File: config.mk
export PLATFORM = sky130hd
export DESIGN_NAME = midi_running_status_assembler
export DESIGN_NICKNAME = d
export VERILOG_FILES = /design/src/sv/mrsa_pkg.sv /design/src/sv/mrsa_front.sv /design/src/sv/mrsa_queue.sv /design/src/sv/mrsa_back.sv /design/src/sv/midi_running_status_assembler.sv
export SDC_FILE = /design/constraint.sdc
export NUM_CORES = 1
export LEC_CHECK = 0
export BUFFER_PORTS_ARGS = -buffer_cell sky130_fd_sc_hd__buf_2
export CAP_MARGIN = 20
export CORE_ASPECT_RATIO = 1.25
export CORE_MARGIN = 2
export CORE_UTILIZATION = 55
export CTS_BUF_LIST = sky130_fd_sc_hd__clkbuf_8
export DETAILED_ROUTE_END_ITERATION = 8
export GPL_TIMING_DRIVEN = 0
export HOLD_SLACK_MARGIN = 0.12
export PLACE_DENSITY = 0.78
export SYNTH_ARGS = -nofsm -noshare
export SYNTH_HDL_FRONTEND = slang
export SYNTH_SLANG_ARGS = --single-unit
File: constraint.sdc
create_clock -name clk -period 3.7 [get_ports clk]
set_clock_uncertainty 0.15 [all_clocks]
set_input_delay 0.74 -clock clk [delete_from_list [all_inputs] [get_ports clk]]
set_output_delay 0.74 -clock clk [all_outputs]
set_load 0.05 [all_outputs]
File: src/sv/mrsa_pkg.sv
`timescale 1ns / 1ps
`default_nettype none
// ----------------------------------------------------------------------------
// MIDI running status assembler package
// Shared constants and types for the front end, message queue and back end.
// ----------------------------------------------------------------------------
package mrsa_pkg;

	localparam int unsigned MSG_BYTES   = 3;
	localparam int unsigned QUEUE_DEPTH = 2;
	localparam int unsigned QPTR_W      = $clog2(QUEUE_DEPTH);
	localparam int unsigned QCNT_W      = $clog2(QUEUE_DEPTH + 1);

	localparam logic [7:0]  CLOCK_BYTE  = 8'hF8;
	localparam logic [7:0]  SENSE_BYTE  = 8'hFE;
	localparam logic [15:0] TABLE_RESET = 16'h7AFF;

	localparam logic [1:0]  LEN_NONE    = 2'd0;

	// One complete message waiting to be sent: its length and its bytes,
	// the status byte first.
	typedef struct packed {
		logic [1:0]                  count;
		logic [MSG_BYTES-1:0][7:0]   bytes;
	} msg_t;

	typedef struct packed {
		logic empty;
		logic full;
	} q_stat_t;

endpackage : mrsa_pkg
`default_nettype wire

File: src/sv/mrsa_front.sv
`timescale 1ns / 1ps
`default_nettype none
// ----------------------------------------------------------------------------
// MIDI running status assembler front end
// Takes one byte a beat while the queue has room, tracks running status and
// fill position, and hands each finished message to the queue.
// ----------------------------------------------------------------------------
module mrsa_front (
	input  wire logic              clk,
	input  wire logic              arst_n,
	input  wire logic              in_valid,
	output logic                   in_ready,
	input  wire logic [7:0]        data_byte,
	input  wire logic              cfg_valid,
	output logic                   cfg_ready,
	input  wire logic [15:0]       length_table,
	input  wire mrsa_pkg::q_stat_t q_stat,
	output logic                   push,
	output mrsa_pkg::msg_t         entry
);

	logic [15:0]      table_q;
	logic [7:0]       status_q;
	logic [1:0]       fill_q;
	logic [1:0][7:0]  held_q;

	logic             accept;
	logic             is_status;
	logic             is_drop;
	logic [1:0]       need;
	logic [1:0]       fill_eff;
	logic [1:0]       fill_inc;
	logic             slot;
	logic             take;
	logic             done;
	logic [1:0][7:0]  held_new;

	assign in_ready  = !q_stat.full;
	assign cfg_ready = 1'b1;
	assign accept    = in_valid && in_ready;

	always_comb begin
		is_status = data_byte[7];
		is_drop   = (data_byte == mrsa_pkg::CLOCK_BYTE) ||
			(data_byte == mrsa_pkg::SENSE_BYTE);
		need      = table_q[{status_q[6:4], 1'b0} +: 2];
		// A data byte after a completed message starts the next one under
		// the running status.
		fill_eff  = ((fill_q == 2'd0) && (status_q != 8'd0)) ? 2'd1 : fill_q;
		fill_inc  = fill_eff + 2'd1;
		slot      = ~fill_eff[0];
		take      = !is_status && (fill_eff != 2'd0);
		done      = (fill_inc == 2'd0) || (fill_inc >= need);
		held_new  = held_q;
		if (take) begin
			held_new[slot] = data_byte;
		end
		push        = accept && take && done && (need != mrsa_pkg::LEN_NONE);
		entry.count = need;
		entry.bytes = {held_new[1], held_new[0], status_q};
	end

	always_ff @(posedge clk or negedge arst_n) begin
		if (!arst_n) begin
			table_q  <= mrsa_pkg::TABLE_RESET;
			status_q <= 8'd0;
			fill_q   <= 2'd0;
		end else begin
			if (cfg_valid && cfg_ready) begin
				table_q <= length_table;
			end
			if (accept) begin
				if (is_status && !is_drop) begin
					status_q <= data_byte;
					fill_q   <= 2'd1;
				end else if (take) begin
					fill_q <= done ? 2'd0 : fill_inc;
				end
			end
		end
	end

	always_ff @(posedge clk) begin
		if (accept && take) begin
			held_q <= held_new;
		end
	end

endmodule : mrsa_front
`default_nettype wire

File: src/sv/mrsa_queue.sv
`timescale 1ns / 1ps
`default_nettype none
// ----------------------------------------------------------------------------
// MIDI running status assembler message queue
// A short first-in first-out store of whole messages between front and back.
// ----------------------------------------------------------------------------
module mrsa_queue (
	input  wire logic            clk,
	input  wire logic            arst_n,
	input  wire logic            push,
	input  wire mrsa_pkg::msg_t  entry,
	input  wire logic            pop,
	output mrsa_pkg::msg_t       head,
	output mrsa_pkg::q_stat_t    q_stat
);

	mrsa_pkg::msg_t                    mem [mrsa_pkg::QUEUE_DEPTH];
	logic [mrsa_pkg::QPTR_W-1:0]       wr_q;
	logic [mrsa_pkg::QPTR_W-1:0]       rd_q;
	logic [mrsa_pkg::QCNT_W-1:0]       cnt_q;

	assign head         = mem[rd_q];
	assign q_stat.empty = (cnt_q == '0);
	assign q_stat.full  = (cnt_q == mrsa_pkg::QCNT_W'(mrsa_pkg::QUEUE_DEPTH));

	always_ff @(posedge clk or negedge arst_n) begin
		if (!arst_n) begin
			wr_q  <= '0;
			rd_q  <= '0;
			cnt_q <= '0;
		end else begin
			if (push) begin
				wr_q <= (wr_q == mrsa_pkg::QPTR_W'(mrsa_pkg::QUEUE_DEPTH - 1)) ?
					'0 : wr_q + 1'b1;
			end
			if (pop) begin
				rd_q <= (rd_q == mrsa_pkg::QPTR_W'(mrsa_pkg::QUEUE_DEPTH - 1)) ?
					'0 : rd_q + 1'b1;
			end
			unique case ({push, pop})
				2'b10:   cnt_q <= cnt_q + 1'b1;
				2'b01:   cnt_q <= cnt_q - 1'b1;
				default: cnt_q <= cnt_q;
			endcase
		end
	end

	always_ff @(posedge clk) begin
		if (push) begin
			mem[wr_q] <= entry;
		end
	end

`ifndef SYNTHESIS
	a_no_overflow: assert property (@(posedge clk) disable iff (!arst_n)
		push |-> !q_stat.full)
		else $error("message pushed into a full queue");
	a_no_underflow: assert property (@(posedge clk) disable iff (!arst_n)
		pop |-> !q_stat.empty)
		else $error("message popped from an empty queue");
	a_head_nonempty: assert property (@(posedge clk) disable iff (!arst_n)
		!q_stat.empty |-> (head.count != mrsa_pkg::LEN_NONE))
		else $error("queued message carries no bytes");
`endif

endmodule : mrsa_queue
`default_nettype wire

File: src/sv/mrsa_back.sv
`timescale 1ns / 1ps
`default_nettype none
// ----------------------------------------------------------------------------
// MIDI running status assembler back end
// Sends the message at the head of the queue one byte a beat while the output
// is accepted, through an output register, and marks its final byte.
// ----------------------------------------------------------------------------
module mrsa_back (
	input  wire logic              clk,
	input  wire logic              arst_n,
	input  wire mrsa_pkg::msg_t    head,
	input  wire mrsa_pkg::q_stat_t q_stat,
	output logic                   pop,
	output logic                   out_valid,
	input  wire logic              out_ready,
	output logic [7:0]             out_byte,
	output logic                   last_of_run
);

	logic [1:0] pos_q;
	logic       valid_q;
	logic [7:0] byte_q;
	logic       last_q;

	logic       load;
	logic       is_last;
	logic [7:0] next_byte;

	assign out_valid   = valid_q;
	assign out_byte    = byte_q;
	assign last_of_run = last_q;

	always_comb begin
		load    = !valid_q || out_ready;
		is_last = (pos_q == (head.count - 2'd1));
		pop     = load && !q_stat.empty && is_last;
		unique case (pos_q)
			2'd0:    next_byte = head.bytes[0];
			2'd1:    next_byte = head.bytes[1];
			2'd2:    next_byte = head.bytes[2];
			default: next_byte = head.bytes[0];
		endcase
	end

	always_ff @(posedge clk or negedge arst_n) begin
		if (!arst_n) begin
			pos_q   <= 2'd0;
			valid_q <= 1'b0;
		end else if (load) begin
			valid_q <= !q_stat.empty;
			if (!q_stat.empty) begin
				pos_q <= is_last ? 2'd0 : pos_q + 2'd1;
			end
		end
	end

	always_ff @(posedge clk) begin
		if (load && !q_stat.empty) begin
			byte_q <= next_byte;
			last_q <= is_last;
		end
	end

`ifndef SYNTHESIS
	a_pos_in_msg: assert property (@(posedge clk) disable iff (!arst_n)
		!q_stat.empty |-> (pos_q < head.count))
		else $error("byte position beyond the queued message");
	a_pop_resets_pos: assert property (@(posedge clk) disable iff (!arst_n)
		pop |=> (pos_q == 2'd0) && valid_q && last_q)
		else $error("message end not marked or position not rewound");
`endif

endmodule : mrsa_back
`default_nettype wire

File: src/sv/midi_running_status_assembler.sv
`timescale 1ns / 1ps
`default_nettype none
// ----------------------------------------------------------------------------
// MIDI running status assembler
// Rebuilds complete MIDI channel messages from a byte stream with running
// status and sends each as a run of bytes with its final byte marked.
// ----------------------------------------------------------------------------
// The front end takes one received byte every cycle while the two-entry
// message queue has room; a byte that completes a message enters the queue
// as a whole message. The back end sends one message byte per cycle from the
// queue head through an output register while the output is accepted, and
// the front end can keep taking bytes for later messages while one is being
// sent. Timing clock and active sensing bytes are dropped, other status bytes
// set the running status, and the length of each message comes from the
// length table, which must be written through the configuration channel only
// while the block is idle; the block itself does not enforce this.
module midi_running_status_assembler (
	input  wire logic        clk,
	input  wire logic        arst_n,
	input  wire logic        in_valid,
	output logic             in_ready,
	input  wire logic [7:0]  data_byte,
	output logic             out_valid,
	input  wire logic        out_ready,
	output logic [7:0]       out_byte,
	output logic             last_of_run,
	input  wire logic        cfg_valid,
	output logic             cfg_ready,
	input  wire logic [15:0] length_table
);

	logic              push;
	logic              pop;
	mrsa_pkg::msg_t    entry;
	mrsa_pkg::msg_t    head;
	mrsa_pkg::q_stat_t q_stat;

	mrsa_front u_front (
		.clk          (clk),
		.arst_n       (arst_n),
		.in_valid     (in_valid),
		.in_ready     (in_ready),
		.data_byte    (data_byte),
		.cfg_valid    (cfg_valid),
		.cfg_ready    (cfg_ready),
		.length_table (length_table),
		.q_stat       (q_stat),
		.push         (push),
		.entry        (entry)
	);

	mrsa_queue u_queue (
		.clk    (clk),
		.arst_n (arst_n),
		.push   (push),
		.entry  (entry),
		.pop    (pop),
		.head   (head),
		.q_stat (q_stat)
	);

	mrsa_back u_back (
		.clk         (clk),
		.arst_n      (arst_n),
		.head        (head),
		.q_stat      (q_stat),
		.pop         (pop),
		.out_valid   (out_valid),
		.out_ready   (out_ready),
		.out_byte    (out_byte),
		.last_of_run (last_of_run)
	);

endmodule : midi_running_status_assembler
`default_nettype wire
==> flow_summary.html <==
<table>
<tr><th>Metric</th><th>Value</th></tr>
<tr><th colspan="2">Run status</th></tr>
<tr><td>Status</td><td>finished clean</td></tr>
<tr><th colspan="2">Timing</th></tr>
<tr><td>Hold violation total from the final report</td><td>0</td></tr>
<tr><td>Final Setup Violations</td><td>0</td></tr>
<tr><td>Setup WS post-layout</td><td>0.350 ns</td></tr>
<tr><td>Pin slew with the least headroom to its limit</td><td>0.753 ns</td></tr>
<tr><td>Number of pins exceeding their max-slew limit in the final report</td><td>0</td></tr>
<tr><td>Highest attainable clock frequency</td><td>299 MHz</td></tr>
<tr><td>Share of the clock period used by the worst path after layout</td><td>90.5%</td></tr>
<tr><td>Worst hold slack after final layout</td><td>0.284 ns</td></tr>
<tr><td>Time the worst path needs with I/O delays and setup</td><td>3.35 ns</td></tr>
<tr><td>RSZ-0062 raised after global routing</td><td>no</td></tr>
<tr><td>Max-Slew Margin vs Limit</td><td>49.8%</td></tr>
<tr><th colspan="2">Logic synthesis</th></tr>
<tr><td>Yosys warning total</td><td>0</td></tr>
<tr><td>Complex-gate fraction of the synthesized area</td><td>3.91%</td></tr>
<tr><td>FF+latch count, synth</td><td>110</td></tr>
<tr><td>Net count of the mapped netlist</td><td>305</td></tr>
<tr><td>Adder-cell share of the synthesized area</td><td>1.64%</td></tr>
<tr><td>Cell count after synthesis</td><td>270</td></tr>
<tr><td>EDFF count, synth</td><td>77</td></tr>
<tr><td>Synth cell types</td><td>40</td></tr>
<tr><td>Area share of xor/xnor cells in the synthesized design</td><td>1.34%</td></tr>
<tr><td>Dominant combinational cell family by area after synthesis</td><td>multiplexers</td></tr>
<tr><td>Mux share of post-synthesis cell area</td><td>18.2%</td></tr>
<tr><td>Post-synthesis sequential area ratio</td><td>68.9%</td></tr>
<tr><td>Most frequently used flop master after synthesis</td><td>sky130_fd_sc_hd__edfxtp_1</td></tr>
<tr><td>Post-Synth Simple-Gate Area</td><td>3.77%</td></tr>
<tr><td>Post-synthesis average cell area</td><td>17.0 sq um</td></tr>
<tr><td>Post-synth ARST share</td><td>30.0%</td></tr>
<tr><td>Area of the mapped netlist</td><td>4580 sq um</td></tr>
<tr><th colspan="2">Setup path</th></tr>
<tr><td>Required time reported for the critical path endpoint</td><td>3.64 ns</td></tr>
<tr><td>Crit path launch</td><td>u_front.status_q[6]</td></tr>
<tr><td>CP endpoint kind</td><td>register</td></tr>
<tr><td>Endpoint arrival time on the critical path</td><td>3.29 ns</td></tr>
<tr><td>Worst setup path category</td><td>reg2reg</td></tr>
<tr><td>CP max FO</td><td>21</td></tr>
<tr><td>Worst setup SP type</td><td>register</td></tr>
<tr><td>R2r startpoint</td><td>u_front.status_q[6]</td></tr>
<tr><th colspan="2">Place</th></tr>
<tr><td>Post-placement setup slack</td><td>-0.637 ns</td></tr>
<tr><td>Half-perimeter wire length of the detailed placement result</td><td>5520 um</td></tr>
<tr><td>Post-place instance area</td><td>4950 sq um</td></tr>
<tr><td>Dpl cells</td><td>407</td></tr>
<tr><td>Count of input and output buffers</td><td>38</td></tr>
<tr><td>Final estimated routing congestion in global placement</td><td>0.820</td></tr>
<tr><th colspan="2">Finish</th></tr>
<tr><td>FILL cells</td><td>594</td></tr>
<tr><td>Most frequent standard cell in the layout excluding fill and tap cells</td><td>sky130_fd_sc_hd__edfxtp_1</td></tr>
<tr><td>Top library cells by usage in the layout, fill and taps aside</td><td>sky130_fd_sc_hd__edfxtp_1, sky130_fd_sc_hd__mux2_2, sky130_fd_sc_hd__buf_2</td></tr>
<tr><td>Synth-to-layout area growth</td><td>12.2%</td></tr>
<tr><td>Nets</td><td>355</td></tr>
<tr><td>Cell Count, Final, Fillers Out</td><td>422</td></tr>
<tr><td># diodes</td><td>0</td></tr>
<tr><td>Fraction of final layout cells sized beyond drive strength 1</td><td>41.5%</td></tr>
<tr><td>Post-layout instance area</td><td>5140 sq um</td></tr>
<tr><th colspan="2">Clock tree</th></tr>
<tr><td>Total number of clock tree sinks</td><td>110</td></tr>
<tr><td>Hold buffer count at CTS</td><td>0</td></tr>
<tr><td>Clock root buffer master</td><td>sky130_fd_sc_hd__clkbuf_8</td></tr>
<tr><td>H-tree depth</td><td>3</td></tr>
<tr><td>Inserted Clock Buffers</td><td>9</td></tr>
<tr><td>Post-CTS setup buffers</td><td>0</td></tr>
<tr><td>CTS tree</td><td>done</td></tr>
<tr><td>Clock transition at the register clock pins on the worst setup and hold paths after CTS</td><td>0.10 ns</td></tr>
<tr><td>Skew-Pair Late Insertion Delay</td><td>0.37 ns</td></tr>
<tr><td>Maximum clock insertion buffer count</td><td>2</td></tr>
<tr><th colspan="2">Global routing</th></tr>
<tr><td>Vias in the first global route</td><td>2473</td></tr>
<tr><td>Pin count of the biggest net entering global routing</td><td>34</td></tr>
<tr><td>GRT Total Usage</td><td>19.3%</td></tr>
<tr><td>Number of antenna violations at the first check in global routing</td><td>0</td></tr>
<tr><td>GR Overflow Total</td><td>0</td></tr>
<tr><td>Wire length of the first global-routing pass</td><td>12900 um</td></tr>
<tr><th colspan="2">Drt</th></tr>
<tr><td>Routed vias/inst</td><td>5.71</td></tr>
<tr><td>Mean routed wirelength per cell</td><td>19.1 um</td></tr>
<tr><td>Routed via count</td><td>2409</td></tr>
<tr><td>Violation count after the first detailed-route iteration</td><td>176</td></tr>
<tr><td>Detailed Route WL</td><td>8060 um</td></tr>
<tr><td>Drt pass-1 iters</td><td>4</td></tr>
<tr><td>Antenna-violating nets left</td><td>0</td></tr>
<tr><td>Remaining DRCs</td><td>0</td></tr>
<tr><th colspan="2">Floorplan</th></tr>
<tr><td>Overall die width</td><td>85.6 um</td></tr>
<tr><td>Initial core utilization</td><td>56.2%</td></tr>
<tr><td>Area of the die</td><td>9080 sq um</td></tr>
<tr><td>Die Ht</td><td>106 um</td></tr>
<tr><td>Ports placed on the boundary</td><td>41</td></tr>
<tr><td>Core footprint</td><td>8150 sq um</td></tr>
<tr><td>Floorplan row count</td><td>37</td></tr>
<tr><th colspan="2">Min path</th></tr>
<tr><td>Tightest Hold Check Type</td><td>in2async</td></tr>
<tr><th colspan="2">Power</th></tr>
<tr><td>Final Power</td><td>3.93 mW</td></tr>
<tr><td>Lkg Pwr</td><td>1.90 nW</td></tr>
<tr><td>Power density cells</td><td>765 nW/um^2</td></tr>
<tr><td>IR drop worst, VDD</td><td>0.354 mV</td></tr>
<tr><th colspan="2">Job</th></tr>
<tr><td>Number of maximum-capacitance constraint violations</td><td>0</td></tr>
</table>
-- power breakdown --
group          total, mW  internal (mW)  switching [mW]  leakage, nW
clock              0.648          0.261           0.387       0.0899
combinational       1.42          0.536           0.882        0.739
sequential          1.86           1.72           0.142         1.07
total               3.93           2.52            1.41         1.90
-- worst max-delay path, stage by stage (launching register included) --
cell                      delay, ns
sky130_fd_sc_hd__dfrtp_1       0.56
sky130_fd_sc_hd__nor4_1        0.08
sky130_fd_sc_hd__a21oi_1       0.14
sky130_fd_sc_hd__or2_1         0.12
sky130_fd_sc_hd__buf_6         0.12
sky130_fd_sc_hd__inv_1         0.05
sky130_fd_sc_hd__ha_1          0.23
sky130_fd_sc_hd__nor2_1        0.20
sky130_fd_sc_hd__and3_4        0.41
sky130_fd_sc_hd__nor2b_1       0.26
sky130_fd_sc_hd__o21ai_4       0.13
sky130_fd_sc_hd__nor2_4        0.39
sky130_fd_sc_hd__buf_16        0.21
-- path summary, 6_finish.rpt --
check / to / slack (ns) / cells after the start
worst max-delay path: u_queue.mem[1][10] / 0.35 / 12
worst min-delay path: u_front.table_q[15] / 0.28 / 1
worst max register to register: u_queue.mem[1][10] / 0.35 / 12
worst min register to register: u_back.out_valid / 0.34 / 2
max in group asynchronous: u_front.status_q[1] / 2.63 / 1
min in group clk: u_back.out_valid / 0.34 / 2
-- routing by layer --
| metal | vias up | global-route usage [%] | wire (um) |
|---|---|---|---|
| li1 | 1133 | - | - |
| met1 | 1211 | 25.5 | 3250 |
| met2 | 53 | 31.9 | 4240 |
| met3 | 12 | 3.49 | 422 |
| met4 | 0 | 7.60 | 141 |
| met5 | - | 0 | 0 |
-- cell type report --
cell class | instances | area [sq um] | share of cell area (%)
buffer | 12 | 67.6 | 1.32
clock buffer | 10 | 138 | 2.68
timing repair buffer | 40 | 245 | 4.77
clock inverter | 6 | 37.5 | 0.731
multi-input combinational | 139 | 1340 | 26.2
inverter | 8 | 30.0 | 0.585
tap | 97 | 121 | 2.36
sequential | 110 | 3150 | 61.4
-- state kept, by name, summed over array words and instances (netlist names) --
name                flops
u_back.last_of_run      1
u_back.out_byte         8
u_back.out_valid        1
u_back.pos_q            2
u_front.fill_q          2
u_front.held_q         16
u_front.status_q        8
u_front.table_q        16
u_queue.cnt_q           2
u_queue.mem            52
u_queue.rd_q            1
u_queue.wr_q            1
-- cell usage after synthesis (2+ instances only) --
cell type                  number  area, sq um
sky130_fd_sc_hd__edfxtp_1      77         2310
sky130_fd_sc_hd__mux2_2        52          586
sky130_fd_sc_hd__dfrtp_1       20          500
sky130_fd_sc_hd__dfstp_2       13          342
sky130_fd_sc_hd__mux2i_1       13          130
sky130_fd_sc_hd__a21oi_1       10         50.1
sky130_fd_sc_hd__a221oi_1       9         78.8
sky130_fd_sc_hd__inv_1          8         30.0
sky130_fd_sc_hd__ha_1           6         75.1
sky130_fd_sc_hd__clkbuf_1       5         18.8
sky130_fd_sc_hd__nor2_1         5         18.8
sky130_fd_sc_hd__mux4_1         4          105
sky130_fd_sc_hd__xnor2_1        4         35.0
sky130_fd_sc_hd__nand2_1        3         11.3
sky130_fd_sc_hd__nand2b_1       3         18.8
sky130_fd_sc_hd__xor2_1         3         26.3
sky130_fd_sc_hd__and2_1         2         12.5
sky130_fd_sc_hd__buf_1          2         7.51
sky130_fd_sc_hd__buf_2          2         10.0
sky130_fd_sc_hd__buf_6          2         22.5
sky130_fd_sc_hd__nand3_1        2         10.0
sky130_fd_sc_hd__nor2b_1        2         12.5
sky130_fd_sc_hd__nor3_1         2         10.0
sky130_fd_sc_hd__nor4_1         2         12.5
sky130_fd_sc_hd__o21ai_0        2         10.0
sky130_fd_sc_hd__o31ai_1        2         15.0
sky130_fd_sc_hd__or2_2          2         12.5
-- through the flow --
step                utilization (%)  TNS [ns]
detailed placement             60.8    -28.83
global placement               60.0    -74.25
global route                   63.1         0
floorplan                         -    -18.69
CTS                            62.9     -1.49
finish                         63.1         0
-- cell families after synthesis --
group	Yosys count
DFF	110
AOI/OAI and AO/OA	25
and+or+nand+nor	30
other	1
xor gates and xnor gates	7
buffers and inverters	21
muxes	70
adders and majority gates	6
-- what timing repair did --
item                                    CTS  global route
resized for setup                         1             3
pin swaps                                 0             0
endpoints found under the setup margin   54            52
cloned                                    0             0
Note: power is estimated with default switching activity, not from simulation.
